===== config.mk =====
export PLATFORM = sky130hd
export DESIGN_NAME = rre_fifo
export DESIGN_NICKNAME = d
export VERILOG_FILES = /design/src/hw/rtl/rre_pkg.sv /design/src/hw/rtl/rre_fifo.sv
export SDC_FILE = /design/constraint.sdc
export NUM_CORES = 1
export LEC_CHECK = 0
export ABC_AREA = 0
export BUFFER_PORTS_ARGS = -buffer_cell sky130_fd_sc_hd__clkbuf_2
export CORE_MARGIN = 10
export CORE_UTILIZATION = 57
export CTS_CLUSTER_DIAMETER = 80
export CTS_CLUSTER_SIZE = 40
export DETAILED_ROUTE_END_ITERATION = 10
export PLACE_DENSITY = 0.85
export SLEW_MARGIN = 20
export SYNTH_ARGS = -nofsm -noshare
export SYNTH_HDL_FRONTEND = slang
export SYNTH_SLANG_ARGS = --single-unit

===== constraint.sdc =====
create_clock -name clk -period 23.2 [get_ports clk]
set_clock_uncertainty 0.15 [all_clocks]
set_input_delay 1.16 -clock clk [delete_from_list [all_inputs] [get_ports clk]]
set_output_delay 1.16 -clock clk [all_outputs]
set_load 0.02 [all_outputs]

===== src/hw/rtl/rre_pkg.sv =====
// Shared types and constants for the rectangle raster engine.
`timescale 1ns / 1ps
`default_nettype none

package rre_pkg;

  // Coordinate width: covers the largest pixel coordinate and rectangle edge.
  localparam int CRD_W = 30;

  localparam int CFG_IDX_W  = 2;
  localparam int CFG_DATA_W = 9;

  localparam logic [CFG_IDX_W-1:0] REG_CANVAS_WIDTH  = 2'd0;
  localparam logic [CFG_IDX_W-1:0] REG_CANVAS_HEIGHT = 2'd1;
  localparam logic [CFG_IDX_W-1:0] REG_BG_CHAR       = 2'd2;

  typedef enum logic [1:0] {
    OP_CLEAR = 2'd0,
    OP_DRAW  = 2'd1,
    OP_READ  = 2'd2
  } op_t;

  typedef enum logic [1:0] {
    ST_IDLE,
    ST_SCAN,
    ST_READ
  } st_t;

  typedef struct packed {
    op_t                     op;
    logic                    fill;
    logic [7:0]              ch;
    logic [7:0]              rd_col;
    logic [7:0]              rd_row;
    logic                    rd_miss;
    logic signed [CRD_W-1:0] x_lo;
    logic signed [CRD_W-1:0] x_hi;
    logic signed [CRD_W-1:0] x_lo1;
    logic signed [CRD_W-1:0] x_hi1;
    logic signed [CRD_W-1:0] y_lo;
    logic signed [CRD_W-1:0] y_hi;
    logic signed [CRD_W-1:0] y_lo1;
    logic signed [CRD_W-1:0] y_hi1;
  } cmd_t;

endpackage

`default_nettype wire


===== src/hw/rtl/rre_fifo.sv =====
// Two-entry command queue between front end and raster back end.
`timescale 1ns / 1ps
`default_nettype none

module rre_fifo import rre_pkg::*; (
  input  wire logic clk,
  input  wire logic rst_n,
  input  wire logic push,
  input  wire cmd_t push_cmd,
  output logic      full,
  input  wire logic pop,
  output logic      valid,
  output cmd_t      head
);

  cmd_t       ent_r [2];
  logic       wr_ptr_r, wr_ptr_nxt;
  logic       rd_ptr_r, rd_ptr_nxt;
  logic [1:0] cnt_r, cnt_nxt;

  assign full  = (cnt_r == 2'd2);
  assign valid = (cnt_r != 2'd0);
  assign head  = ent_r[rd_ptr_r];

  always_comb begin
    wr_ptr_nxt = push ? !wr_ptr_r : wr_ptr_r;
    rd_ptr_nxt = pop ? !rd_ptr_r : rd_ptr_r;
    cnt_nxt    = cnt_r + 2'(push) - 2'(pop);
  end

  always_ff @(posedge clk) begin
    if (!rst_n) begin
      wr_ptr_r <= 1'b0;
      rd_ptr_r <= 1'b0;
      cnt_r    <= 2'd0;
    end else begin
      wr_ptr_r <= wr_ptr_nxt;
      rd_ptr_r <= rd_ptr_nxt;
      cnt_r    <= cnt_nxt;
    end
  end

  always_ff @(posedge clk) begin
    if (push) begin
      ent_r[wr_ptr_r] <= push_cmd;
    end
  end

endmodule

`default_nettype wire


Word level (Yosys, flattened, before mapping)
Memory sizes are Yosys's and may differ from the RTL's. A register that Yosys moved wholly into a read port is not among the register bits.
Index checks and enable logic that the tools add are counted.
{"block": "totals", "regBits": 4, "mem_bits_rw": 536, "in_bits": 272, "output_inout_bits": 270, "memories": 1}
{"memory": "ent_r", "words": 2, "word_bits": 268, "rd": 1, "rd_clocked_by_memory_dff": 1, "write_ports": 1, "line_no": "rre_fifo.sv:16", "source": "cmd_t ent_r [2];"}
{"block": "op_classes", "addsub": 2, "eq_ne": 1, "muxes": 4, "reduce_logical": 3}
{"cell": "$mux 1", "n": 4}
{"cell": "$add 2x1->2", "n": 1}
{"cell": "$eq 2x2->1 const B", "n": 1}
{"cell": "$logic_not 1->1", "n": 2}
{"cell": "$reduce_bool 2->1", "n": 1}
{"cell": "$sub 2x1->2", "n": 1}

Logic depth before layout (Yosys ltp)
{"block": "depth", "ltp_word": 3, "ltp_mapped": 6}

Worst setup path after synthesis
Ideal clock, no wire load.
{"block": "synth_timing", "kind": "input port to flip-flop", "start": "in push", "end": "reg wr_ptr_r", "setup_ns": 0.113, "arrival_ns": 13.596, "required_ns": 22.937, "path_slack_ns": 9.340, "stages": 2, "n_path_buf": 0, "path_cell_list": "nor2b_1 o21a_1"}
{"element": "start, declared", "line_no": "rre_fifo.sv:8", "source": "input wire logic push,"}
{"element": "end signal, assigned", "line_no": "rre_fifo.sv:37", "source": "wr_ptr_r <= wr_ptr_nxt;"}
{"element": "end, declared", "line_no": "rre_fifo.sv:17", "source": "logic wr_ptr_r, wr_ptr_nxt;"}

==> metrics.cfg <==
[logic_synthesis]
synth_cell_types=14
synth.most_common_cell=edfxtp_1
syn_nets=1129
synth_common_cells=edfxtp_1, mux2_4, mux2_2
synthArstFlopShare=0
synth_top_area_share=0.7887
yosys_warnings=0
synthCells=855
avgSynthCellArea_um2=23.87
synthesis.area_mm2=0.02041
netlist_top_cells_area=edfxtp_1, mux2_4, mux2_2, buf_6, dfxtp_1
ys_ff_latch=541
ys_seq_area_frac=0.7936
synth-main-ff-cell=edfxtp_1
yosysTopAreaCell=edfxtp_1
synth_edf_count=536

[routing]
drt_iter0_drc=732
vias=10060
drcViolationCount=0
viasPerCell=5.333
wire_per_inst_um=25.01
drt-total-wl_um=47170
first_pass_iters=4
ant_nets=0

[floorplanning]
fp.dieArea_mm2=0.04377
die_w_um=209.2
start_util=0.5752
num_io_pins=542
rows=69
core-area_mm2=0.03548
die_h_um=209.2

[setup_path]
crit_slowest_cell=dfxtp_4
start_kind=register
path_cells=buf_12, mux2_4, clkbuf_2
rr_worst_depth=3
slowest_delay_ns=0.99
criticalPathCategory=reg2out
required_ns=21.89
crit_arrival_ns=3.15
path_max_fanout=140
end_kind=output port

[clock_network]
numCtsBuffers=23
root_buffer=clkbuf_16
clk_latency_ns=0.56
clk_pin_slew_ns=0.13
htreeDepth=1
postCtsSetupBuffers=0
clockBufferDepth=3
cts_tree=yes
cts_hold_buf=0
clock_sinks=541
cts_resized=0

[timing]
slew_viol_final=0
fin_crit_sh=0.1922
hold_viol=0
rsz0062_at_grt=false
setup_viol=0
setup_tns_ns=0
fin_hold_ws_ns=0.4444
period_needed_ns=4.460
setup_ws_ns=18.74
tightest_slew_ns=1.211
max_freq_mhz=224.2
relSlewSlack=0.1929

[placement]
place_inst=1836
postPlaceCellArea_mm2=0.02347
globalplace.congestion=0.7872
dp_slack_ns=18.85
io_buffers=541
dp_hpwl_um=35040

[worst_hold_path]
holdPathStages=2
hold_path.class=reg2reg

[layout]
fin_area_mm2=0.02438
nFillCells=2230
area_growth_pct=19.45
final_nets=1674
fin_util=0.6870
fin_cells=1886
drive_above_1_share=0.6081

[pwr]
total_power_mw=1.980
peakVddDrop_mv=0.08990
power_leakage_nw=9.618
pwr_density_cell_mw_per_mm2=81.23

[global_routing]
antenna_found_initial=13
grt_max_degree=141
track_usage=0.2052
grt_pass1_vias=10670
grt-ovfl-total=0
grt_pass1_wl_um=67990

[run_status]
status=finished, final reports clean

[run]
cap_violations=0

## where the power goes
group	leakage, nW	internal [mW]	total, mW	switching, mW
Clock	0.417	0.215	0.542	0.327
Sequential	5.07	1.13	1.15	0.0173
Combinational	4.13	0.124	0.290	0.166
Total	9.62	1.47	1.98	0.511
## layer usage
metal / routed length (um) / part of all wire / track usage
met5: 44 / 0.00093 / 0
met4: 1057 / 0.022 / 0.05979
met3: 4658 / 0.099 / 0.07337
met2: 25230 / 0.53 / 0.3629
met1: 16180 / 0.34 / 0.2278
## critical path, delay by kind of cell, from the launching register on
family / cells / cell delay (ns)
buf+inv: 2 / 0.88
flops: 1 / 0.99
mux: 1 / 0.39
## path summary, 6_finish.rpt
| kind | startpoint | endpoint | slack (ns) |
|---|---|---|---|
| max | register | head[68] | 18.74 |
| min | rd_ptr_r | register | 0.44 |
| max reg2reg | wr_ptr_r | ent_r[1][239] | 19.73 |
| min reg2reg | rd_ptr_r | register | 0.44 |
## logic make-up (layout without fill, tap and decap cells)
| group | after synthesis | after routing | synth area share |
|---|---|---|---|
| flip-flops | 541 | 541 | 0.7936 |
| multiplexers | 268 | 268 | 0.1848 |
| buffers and inverters | 32 | 593 | 0.01570 |
| AND/OR/NAND/NOR | 9 | 9 | 0.002759 |
| adder cells (fa/ha/maj) | 2 | 2 | 0.001226 |
| XOR/XNOR | 2 | 2 | 0.001533 |
| AO/OA/AOI/OAI | 1 | 1 | 0.0003680 |
| other | 0 | 9 | 0 |
## layout make-up
cell class / count / area [um2] / share of cell area
clock buffers: 26 / 596.8 / 0.02448
well taps: 461 / 576.8 / 0.02366
diodes: 9 / 22.52 / 0.0009238
clock inverters: 15 / 281.5 / 0.01155
flip-flops and latches: 541 / 16200 / 0.6645
repair buffers: 550 / 2791 / 0.1145
inverters: 2 / 7.507 / 0.0003079
multi-input cells: 282 / 3902 / 0.1601
## registers in the layout, summed over array words and instances (netlist names), named ones only
signal and flops:
ent_r 536, wr_ptr_r 1, cnt_r 2, rd_ptr_r 1
## placed cells by master (no fill, tap or decap)
cell	Yosys	routed
and2_1	4	3
and2_4	0	1
buf_12	0	1
buf_4	0	7
buf_6	26	1
clkbuf_1	0	2
clkbuf_16	0	23
clkbuf_2	0	541
clkbuf_8	0	1
clkinv_16	0	3
clkinvlp_4	0	1
dfxtp_1	5	4
dfxtp_4	0	1
diode_2	0	9
edfxtp_1	536	536
ha_1	2	2
inv_1	2	2
inv_12	0	2
inv_16	0	6
inv_6	0	1
inv_8	0	2
mux2_2	67	67
mux2_4	201	201
nor2b_1	4	3
nor2b_4	0	1
o21a_1	1	1
or2_2	1	1
xnor3_1	1	1
xor2_1	1	1
(Power assumes the default switching activity.)
