File: src/hw/rtl/rre_pkg.sv
// Shared types and constants for the rectangle raster engine.
`timescale 1ns / 1ps
`default_nettype none

package rre_pkg;

  // Coordinate width: covers the largest pixel coordinate and rectangle edge.
  localparam int CRD_W = 30;

  localparam int CFG_IDX_W  = 2;
  localparam int CFG_DATA_W = 9;

  localparam logic [CFG_IDX_W-1:0] REG_CANVAS_WIDTH  = 2'd0;
  localparam logic [CFG_IDX_W-1:0] REG_CANVAS_HEIGHT = 2'd1;
  localparam logic [CFG_IDX_W-1:0] REG_BG_CHAR       = 2'd2;

  typedef enum logic [1:0] {
    OP_CLEAR = 2'd0,
    OP_DRAW  = 2'd1,
    OP_READ  = 2'd2
  } op_t;

  typedef enum logic [1:0] {
    ST_IDLE,
    ST_SCAN,
    ST_READ
  } st_t;

  typedef struct packed {
    op_t                     op;
    logic                    fill;
    logic [7:0]              ch;
    logic [7:0]              rd_col;
    logic [7:0]              rd_row;
    logic                    rd_miss;
    logic signed [CRD_W-1:0] x_lo;
    logic signed [CRD_W-1:0] x_hi;
    logic signed [CRD_W-1:0] x_lo1;
    logic signed [CRD_W-1:0] x_hi1;
    logic signed [CRD_W-1:0] y_lo;
    logic signed [CRD_W-1:0] y_hi;
    logic signed [CRD_W-1:0] y_lo1;
    logic signed [CRD_W-1:0] y_hi1;
  } cmd_t;

endpackage

`default_nettype wire

File: src/hw/rtl/rre_front.sv
// Command front end: accepts items, computes rectangle bounds and read range checks.
`timescale 1ns / 1ps
`default_nettype none

module rre_front import rre_pkg::*; #(
  parameter int MAX_WIDTH  = 256,
  parameter int MAX_HEIGHT = 256,
  parameter int FRAC_BITS  = 8
) (
  input  wire logic                                 in_valid,
  output logic                                      in_ready,
  input  wire logic [1:0]                           in_operation,
  input  wire logic                                 in_fill_flag,
  input  wire logic signed [19:0]                   in_corner_x,
  input  wire logic signed [19:0]                   in_corner_y,
  input  wire logic signed [19:0]                   in_span_x,
  input  wire logic signed [19:0]                   in_span_y,
  input  wire logic [7:0]                           in_paint_char,
  input  wire logic [7:0]                           in_read_col,
  input  wire logic [7:0]                           in_read_row,
  input  wire logic [$clog2(MAX_WIDTH+1)-1:0]       cols,
  input  wire logic [$clog2(MAX_HEIGHT+1)-1:0]      rows,
  input  wire logic [7:0]                           bg_char,
  input  wire logic                                 q_full,
  output logic                                      q_push,
  output cmd_t                                      q_cmd
);

  localparam logic signed [CRD_W-1:0] ONE = CRD_W'(1) << FRAC_BITS;

  logic signed [CRD_W-1:0] x_lo, x_hi, y_lo, y_hi;

  assign in_ready = !q_full;

  assign x_lo = CRD_W'(in_corner_x);
  assign y_lo = CRD_W'(in_corner_y);
  assign x_hi = x_lo + CRD_W'(in_span_x);
  assign y_hi = y_lo + CRD_W'(in_span_y);

  // Drop the unused operation code.
  always_comb begin
    q_push = 1'b0;
    unique case (in_operation) inside
      OP_CLEAR, OP_DRAW, OP_READ: q_push = in_valid && !q_full;
      default:                    q_push = 1'b0;
    endcase
  end

  always_comb begin
    q_cmd         = '0;
    q_cmd.op      = op_t'(in_operation);
    q_cmd.fill    = in_fill_flag;
    q_cmd.ch      = (op_t'(in_operation) == OP_CLEAR) ? bg_char : in_paint_char;
    q_cmd.rd_col  = in_read_col;
    q_cmd.rd_row  = in_read_row;
    q_cmd.rd_miss = (16'(in_read_col) >= 16'(cols)) || (16'(in_read_row) >= 16'(rows));
    q_cmd.x_lo    = x_lo;
    q_cmd.x_hi    = x_hi;
    q_cmd.x_lo1   = x_lo + ONE;
    q_cmd.x_hi1   = x_hi - ONE;
    q_cmd.y_lo    = y_lo;
    q_cmd.y_hi    = y_hi;
    q_cmd.y_lo1   = y_lo + ONE;
    q_cmd.y_hi1   = y_hi - ONE;
  end

endmodule

`default_nettype wire

File: config.mk
export PLATFORM = sky130hd
export DESIGN_NAME = rre_front
export DESIGN_NICKNAME = d
export VERILOG_FILES = /design/src/hw/rtl/rre_pkg.sv /design/src/hw/rtl/rre_front.sv
export SDC_FILE = /design/constraint.sdc
export NUM_CORES = 1
export LEC_CHECK = 0
export ABC_AREA = 1
export BUFFER_PORTS_ARGS = -buffer_cell sky130_fd_sc_hd__buf_2
export CORE_AREA = 2 2 157 159
export DETAILED_ROUTE_END_ITERATION = 10
export DIE_AREA = 0 0 159 161
export PLACE_DENSITY = 0.55
export SYNTH_ARGS = -nofsm -noshare
export SYNTH_HDL_FRONTEND = slang
export SYNTH_SLANG_ARGS = --single-unit
File: constraint.sdc
create_clock -name vclk -period 2.5
set_input_delay 0.125 -clock vclk [all_inputs]
set_output_delay 0.125 -clock vclk [all_outputs]
set_load 0.1 [all_outputs]
After elaboration in Yosys (flattened, before gate mapping). Cells that the tools add are included.

Bits in registers: 0. Input port bits: 135. Output and inout port bits: 270. Word-level logic and storage cells: 17.

$add $sub $neg: 6. Order comparisons: 2. Equality and inequality tests: 2. Multiplexer cells: 2. Reductions and logical operators: 5.

Operator list (number): 21-bit by 10-bit subtractor with 22-bit output (second input constant) (2); 20-bit by 10-bit adder with 21-bit output (second input constant) (2); 20-bit by 20-bit adder with 21-bit output (2); 8-bit by 9-bit greater-or-equal comparator with 1-bit output (2); 8-bit 2-to-1 mux (1); 3-bit OR reduction (1); 2-bit by 1-bit == test with 1-bit output (second input constant) (1); 2-bit == test (second input constant) (1); 2-bit logical NOT (1); 1-bit logical AND (1); 1-bit logical NOT (1); 1-bit logical OR (1); 1-bit 2-to-1 mux (1).

Logic depth before layout (Yosys ltp). Gate-level depths: netlist of run 1.

Depth in word-level cells: 3. Gate-level depth with buffers: 18.

Least setup slack after synthesis of run 1. OpenSTA, ideal clock, no wires.

Path type: input -> output. Start point: in in_corner_y[8]. End point: out q_cmd[16] (netlist name). Data arrival time: 5296 ps. Required time: 2375 ps. Slack: -2921 ps. Stages on the path: 15. Buffers on the path: 0. Cell sequence: ha_1 nand2_2 inv_1 nand2_1 nand2_1 inv_1 nand3_2 xor2_1 inv_1 ha_1 nand3_1 nor2_1 nand2_1 nor2_1 o21ai_0.

RTL lines: start: declaration (line rre_front.sv:15) `input wire logic signed [19:0] in_corner_y,`; end: declaration (line rre_front.sv:26) `output cmd_t q_cmd`.

==> flow_metrics.tcl, run 1 <==
set metrics [dict create \
    grt_max_degree 14 \
    hold_class "in -> out" \
    vias_per_cell 4.22 \
    cpMaxStageDelayCell "fa_2" \
    path_cells "buf_6 -> ha_4 -> inv_2 -> fa_2 -> inv_2 -> nand3_2 -> nand3_4 -> buf_6 -> nand3_2 -> nand4_1 -> nand2_4 -> nor2_4 -> nand2_2 -> nor2_4 -> nand3_4 -> nand2_8 -> buf_12" \
    start_util_pct 22.2 \
    rows 57 \
    area_growth_pct 85.7 \
    nNetsFinal 1481 \
    synth_cells 908 \
    vias 6771 \
    max_slew_margin_pct 53.9 \
    post-route-util_pct 41.2 \
    dpl.cell_count 1586 \
    fillers 2502 \
    hold_viol_final 0 \
    tightest_slew_ps 689 \
    endpoint "q_cmd[148]" \
    dieHeight_um 161 \
    fmax_mhz 407 \
    routabilityCongestion 0.928 \
    tns_ps 0 \
    status "finished clean" \
    overflow 0 \
    crit_arrival_ps 2330 \
    seq_area_um2 0 \
    antenna_cells 0 \
    p_leak_nw 5.19 \
    seq_cells 0 \
    cp.required_ps 2380 \
    io_pins 405 \
    worstSetupPathType "in -> out" \
    dpl.hpwl_mm 18.7 \
    pre_cts_ws_ps -91.3 \
    totalWireLength_mm 21.1 \
    grt_pass1_wl_mm 31.6 \
    first_pass_iters 5 \
    dieWidth_um 159 \
    ys_types 31 \
    syn_avg_cell_area_um2 5.86 \
    instances_no_fill 1606 \
    syn_nets 1105 \
    io_buffer_count 403 \
    clockBufferCount 0 \
    drt-wirelength-per-cell_um 13.1 \
    setup_viol 0 \
    period_needed_ps 2460 \
    ys_warn_count 0 \
    rsz0062_at_grt "true" \
    die-area_um2 25600 \
    path_buf_inv 5 \
    coreArea_um2 24000 \
    syn_area_um2 5320 \
    grt_usage_pct 15.0 \
    drc 0 \
    drt_iter0_drc 334 \
    drive_gt1_share_pct 58.8 \
    drv_slew 0 \
    path_depth 17 \
    cp_top_family "simple AND/OR/NAND/NOR gates" \
    synth-seq-area-share_pct 0 \
    cpPeakStageDelay_ps 370 \
    start_kind "input pin" \
    ir_drop_v 0.000661 \
    setup.worst_path.start "in_span_x[0]" \
    min_period_over_period_pct 98.4 \
    postRouteAntennaNets 0 \
    fin_hold_ws_ps 250 \
    setup_ws_ps 40.3 \
    cts_hold_buf 0 \
    cp-end-kind "output port" \
    power_density_nw_per_um2 785 \
    crit_fanout 5 \
    grt_pass1_vias 6097 \
    cap_viol_max_count 0 \
    antenna_found_initial 0 \
]
-- worst min path at each step --
stage,from,end,depth (start not counted)
after global placement,in_fill_flag,q_cmd[265],0
after CTS,in_fill_flag,q_cmd[265],0
after detailed placement,in_fill_flag,q_cmd[265],0
after floorplan,in_corner_y[10],q_cmd[100],1
final,in_fill_flag,q_cmd[265],0
after global routing,in_fill_flag,q_cmd[265],0
-- metrics by stage --
stage,power (W),area [µm²]
finish,0.00776,9880
CTS,0.00756,9280
global placement,0.00748,9150
floorplan,0.00611,6540
detailed placement,0.00749,9150
global route,0.00803,9880
-- final cells by class --
cell class         instances  area, µm²  share of cell area (%)
multi-input cells        610       4970                    50.3
repair buffers           535       3950                    40.0
inverters                137        553                    5.60
well taps                324        405                    4.10
-- cell usage after synthesis --
cell type | count | area share (%)
a21boi_0 | 1 | 0.14
a21oi_1 | 38 | 3.6
a21oi_2 | 2 | 0.33
and2_1 | 4 | 0.47
buf_4 | 163 | 23
fa_1 | 2 | 0.75
ha_1 | 60 | 14
inv_1 | 137 | 9.7
mux2_2 | 8 | 1.7
nand2_1 | 237 | 17
nand2_2 | 18 | 2.1
nand3_1 | 62 | 5.8
nand3_2 | 5 | 0.94
nand3b_1 | 11 | 1.6
nand4_1 | 11 | 1.3
nor2_1 | 52 | 3.7
nor2_2 | 6 | 0.71
nor2_4 | 4 | 0.85
nor3_1 | 11 | 1.0
nor3_2 | 2 | 0.38
nor3b_1 | 2 | 0.28
nor4_1 | 2 | 0.24
o211ai_1 | 2 | 0.28
o21ai_0 | 9 | 0.85
o21bai_1 | 6 | 0.85
o22ai_1 | 1 | 0.12
o31ai_1 | 1 | 0.14
or2_1 | 2 | 0.24
xnor2_1 | 5 | 0.82
xnor2_2 | 1 | 0.31
xor2_1 | 43 | 7.1
-- layout by cell type, fill, tap and decap left out, types with 3 or more instances in the layout --
cell type and count:
nand2_1 184, and2_1 4, ha_4 24, nand2_4 22, buf_12 59, inv_2 7, buf_6 7, inv_1 119
nand3_1 39, a21oi_1 37, nor3_1 9, nor2_4 13, xor2_2 10, nand3b_1 11, buf_2 331, o21ai_1 3
nor2_1 36, nand2_8 8, nor3_2 3, nor2_2 13, mux2_2 8, nand3_4 10, clkinvlp_4 9, buf_4 136
nand4_1 11, a21oi_2 3, nand2_2 43, xnor2_1 3, ha_1 34, xor2_1 18, nand3_2 18, xor2_4 15
o21bai_1 6, o21ai_0 5
-- power breakdown --
| group | internal (W) | switching (W) | total [W] |
|---|---|---|---|
| clock | 0 | 0 | 0 |
| sequential | 0 | 0 | 0 |
| combinational | 0.00206 | 0.00569 | 0.00776 |
-- timing repair --
action                     in CTS  in global routing
setup endpoints to repair      26                 55
resized for setup              18                120
buffers inserted                5                 13
pin swaps                      11                 48
cloned                          1                  1
-- routing by layer --
metal | track usage, % | up-vias | wire length, µm
li1 | - | 3442 | -
met1 | 19.3 | 3012 | 8840
met2 | 27.7 | 301 | 10700
met3 | 1.28 | 16 | 1260
met4 | 1.98 | 0 | 302
met5 | 0 | - | 0
-- logic make-up after synthesis --
family | count (synthesis) | share of synthesized area (%)
multiplexers | 8 | 1.69
buffers and inverters | 300 | 32.7
AO/OA/AOI/OAI | 60 | 6.28
AND/OR/NAND/NOR | 429 | 36.3
XOR/XNOR | 49 | 8.21
adder cells (fa/ha/maj) | 62 | 14.9
Power figures use the tool's default switching activity.
==> inputs of run 2 (changes only) <==
==> constraint.sdc (replaced) <==
create_clock -name vclk -period 2.5
set_input_delay 0.125 -clock vclk [all_inputs]
set_output_delay 0.125 -clock vclk [all_outputs]
set_load 0.005 [all_outputs]
==> run 2 against run 1 <==
Compared with the run above:
- wire length shrank 12%
- cell count fell by 4.5%
- die area stayed put
- setup slack improved by 100 ps
- first-iteration DRC count shrank 42%
- count of clock-buffer cells in the layout stayed put
- flip-flop and latch count is the same
- maximum frequency grew 4.5%
- sequential share of layout area did not move
- via count shrank 5.8%
- critical endpoint is now q_cmd[18]
==> flow_metrics.tcl, run 2 (synthesis results as in run 1) <==
set metrics [dict create \
    drc 0 \
    hold_class "in -> out" \
    p_sw_w 0.00120 \
    power_density_nw_per_um2 299 \
    cp.required_ps 2380 \
    p_leak_nw 4.33 \
    start_util_pct 22.2 \
    vias 6381 \
    cp-end-kind "output port" \
    post-route-util_pct 30.4 \
    min_period_over_period_pct 94.2 \
    status "finished clean" \
    max_slew_margin_pct 61.3 \
    path_cells "buf_6 -> ha_4 -> inv_1 -> fa_2 -> inv_2 -> nand2_2 -> nand2_2 -> nand3_2 -> nand2_4 -> xnor2_2 -> ha_2 -> nand3_2 -> nor2_2 -> nand2_2 -> nor2_2 -> nand2_1 -> nand2_1 -> nand2_1 -> buf_2" \
    cpPeakStageDelay_ps 400 \
    clock_power_share_pct 0 \
    pwr-share-seq_pct 0 \
    antenna_cells 0 \
    setup_ws_ps 145 \
    area_growth_pct 36.7 \
    totalWireLength_mm 18.6 \
    nNetsFinal 1408 \
    coreArea_um2 24000 \
    vias_per_cell 4.16 \
    seq_area_um2 0 \
    start_kind "input pin" \
    crit_fanout 3 \
    p_total_w 0.00217 \
    dpl.hpwl_mm 16.6 \
    grt_pass1_vias 5810 \
    io_pins 405 \
    antenna_found_initial 0 \
    grt_max_degree 15 \
    cell_internal_pwr_w 0.000975 \
    cap_viol_max_count 0 \
    tightest_slew_ps 579 \
    multi_input_area_um2 3860 \
    first_pass_iters 4 \
    path_buf_inv 4 \
    layout_common_cells "buf_2, nand2_1, inv_1, buf_4, nand3_1" \
    cpMaxStageDelayCell "fa_2" \
    hold_viol_final 0 \
    crit_arrival_ps 2230 \
    dieWidth_um 159 \
    layout.cells.most_common "buf_2" \
    tns_ps 0 \
    drt-wirelength-per-cell_um 12.1 \
    placed_area_um2 6850 \
    io_buffer_count 403 \
    postRouteAntennaNets 0 \
    rows 57 \
    drv_slew 0 \
    grt_usage_pct 12.9 \
    ir_drop_v 0.000189 \
    clockBufferCount 0 \
    overflow 0 \
    dieHeight_um 161 \
    stdcell_area_um2 7270 \
    cp_top_family "simple AND/OR/NAND/NOR gates" \
    p_comb_share_pct 100.0 \
    drive_gt1_share_pct 47.3 \
    drt_iter0_drc 194 \
    worstSetupPathType "in -> out" \
    setup_viol 0 \
    period_needed_ps 2350 \
    fillers 2718 \
    grt_pass1_wl_mm 27.8 \
    swShare_pct 55.1 \
    die-area_um2 25600 \
    pre_cts_ws_ps -72.0 \
    fmax_mhz 425 \
    seq_cells 0 \
    routabilityCongestion 0.887 \
]
## run 2: cell types whose count changed in the layout (fill, tap and decap cells not counted), moves of 20 or more
cell	delta
buf_4	-77
buf_2	+69
buf_12	-59
nand2_1	+38
xor2_1	+23
nand2_4	-20
## run 2: layout make-up
cell class                      instances  share of cell area (%)
Inverter                              137                    7.07
Multi-Input combinational cell        609                    53.1
Tap cell                              324                    5.57
Timing Repair Buffer                  463                    34.2
## run 2: power by group through the flow
stage / clock network (W) / registers [W] / logic, W
after floorplan: 0 / 0 / 0.00134
after global placement: 0 / 0 / 0.00204
after detailed placement: 0 / 0 / 0.00204
after CTS: 0 / 0 / 0.00207
after global routing: 0 / 0 / 0.00241
final: 0 / 0 / 0.00217
## run 2: path summary, 6_finish.rpt
kind | from | to | slack (ps) | cells after the start
worst max-delay path | in_corner_y[0] | q_cmd[18] | 150 | 19
worst min-delay path | in_fill_flag | q_cmd[265] | 250 | 0
## run 2: per-layer routing
metal	vias up	wire [µm]	part of all wire [%]	global-route usage [%]
li1	3306	-	-	-
met3	6	1200	6.5	1.41
met5	-	0	0	0
met4	0	102	0.55	0.992
met1	2797	7360	40	14.7
met2	272	9890	53	26.4
## run 2: what timing repair did
| item | in CTS | in global routing |
|---|---|---|
| endpoints found under the setup margin | 25 | 36 |
| resized for setup | 11 | 67 |
| pin swaps | 2 | 28 |
| gates cloned | 0 | 1 |
| setup buffers | 1 | 15 |
| hold buffers | 0 | 0 |
## run 2: stage by stage
stage / instances / hold slack, ps
after floorplan: 908 / 277
after detailed placement: 1516 / 250
final: 1533 / 250
after CTS: 1517 / 250
after global routing: 1533 / 250
after global placement: 1516 / 250
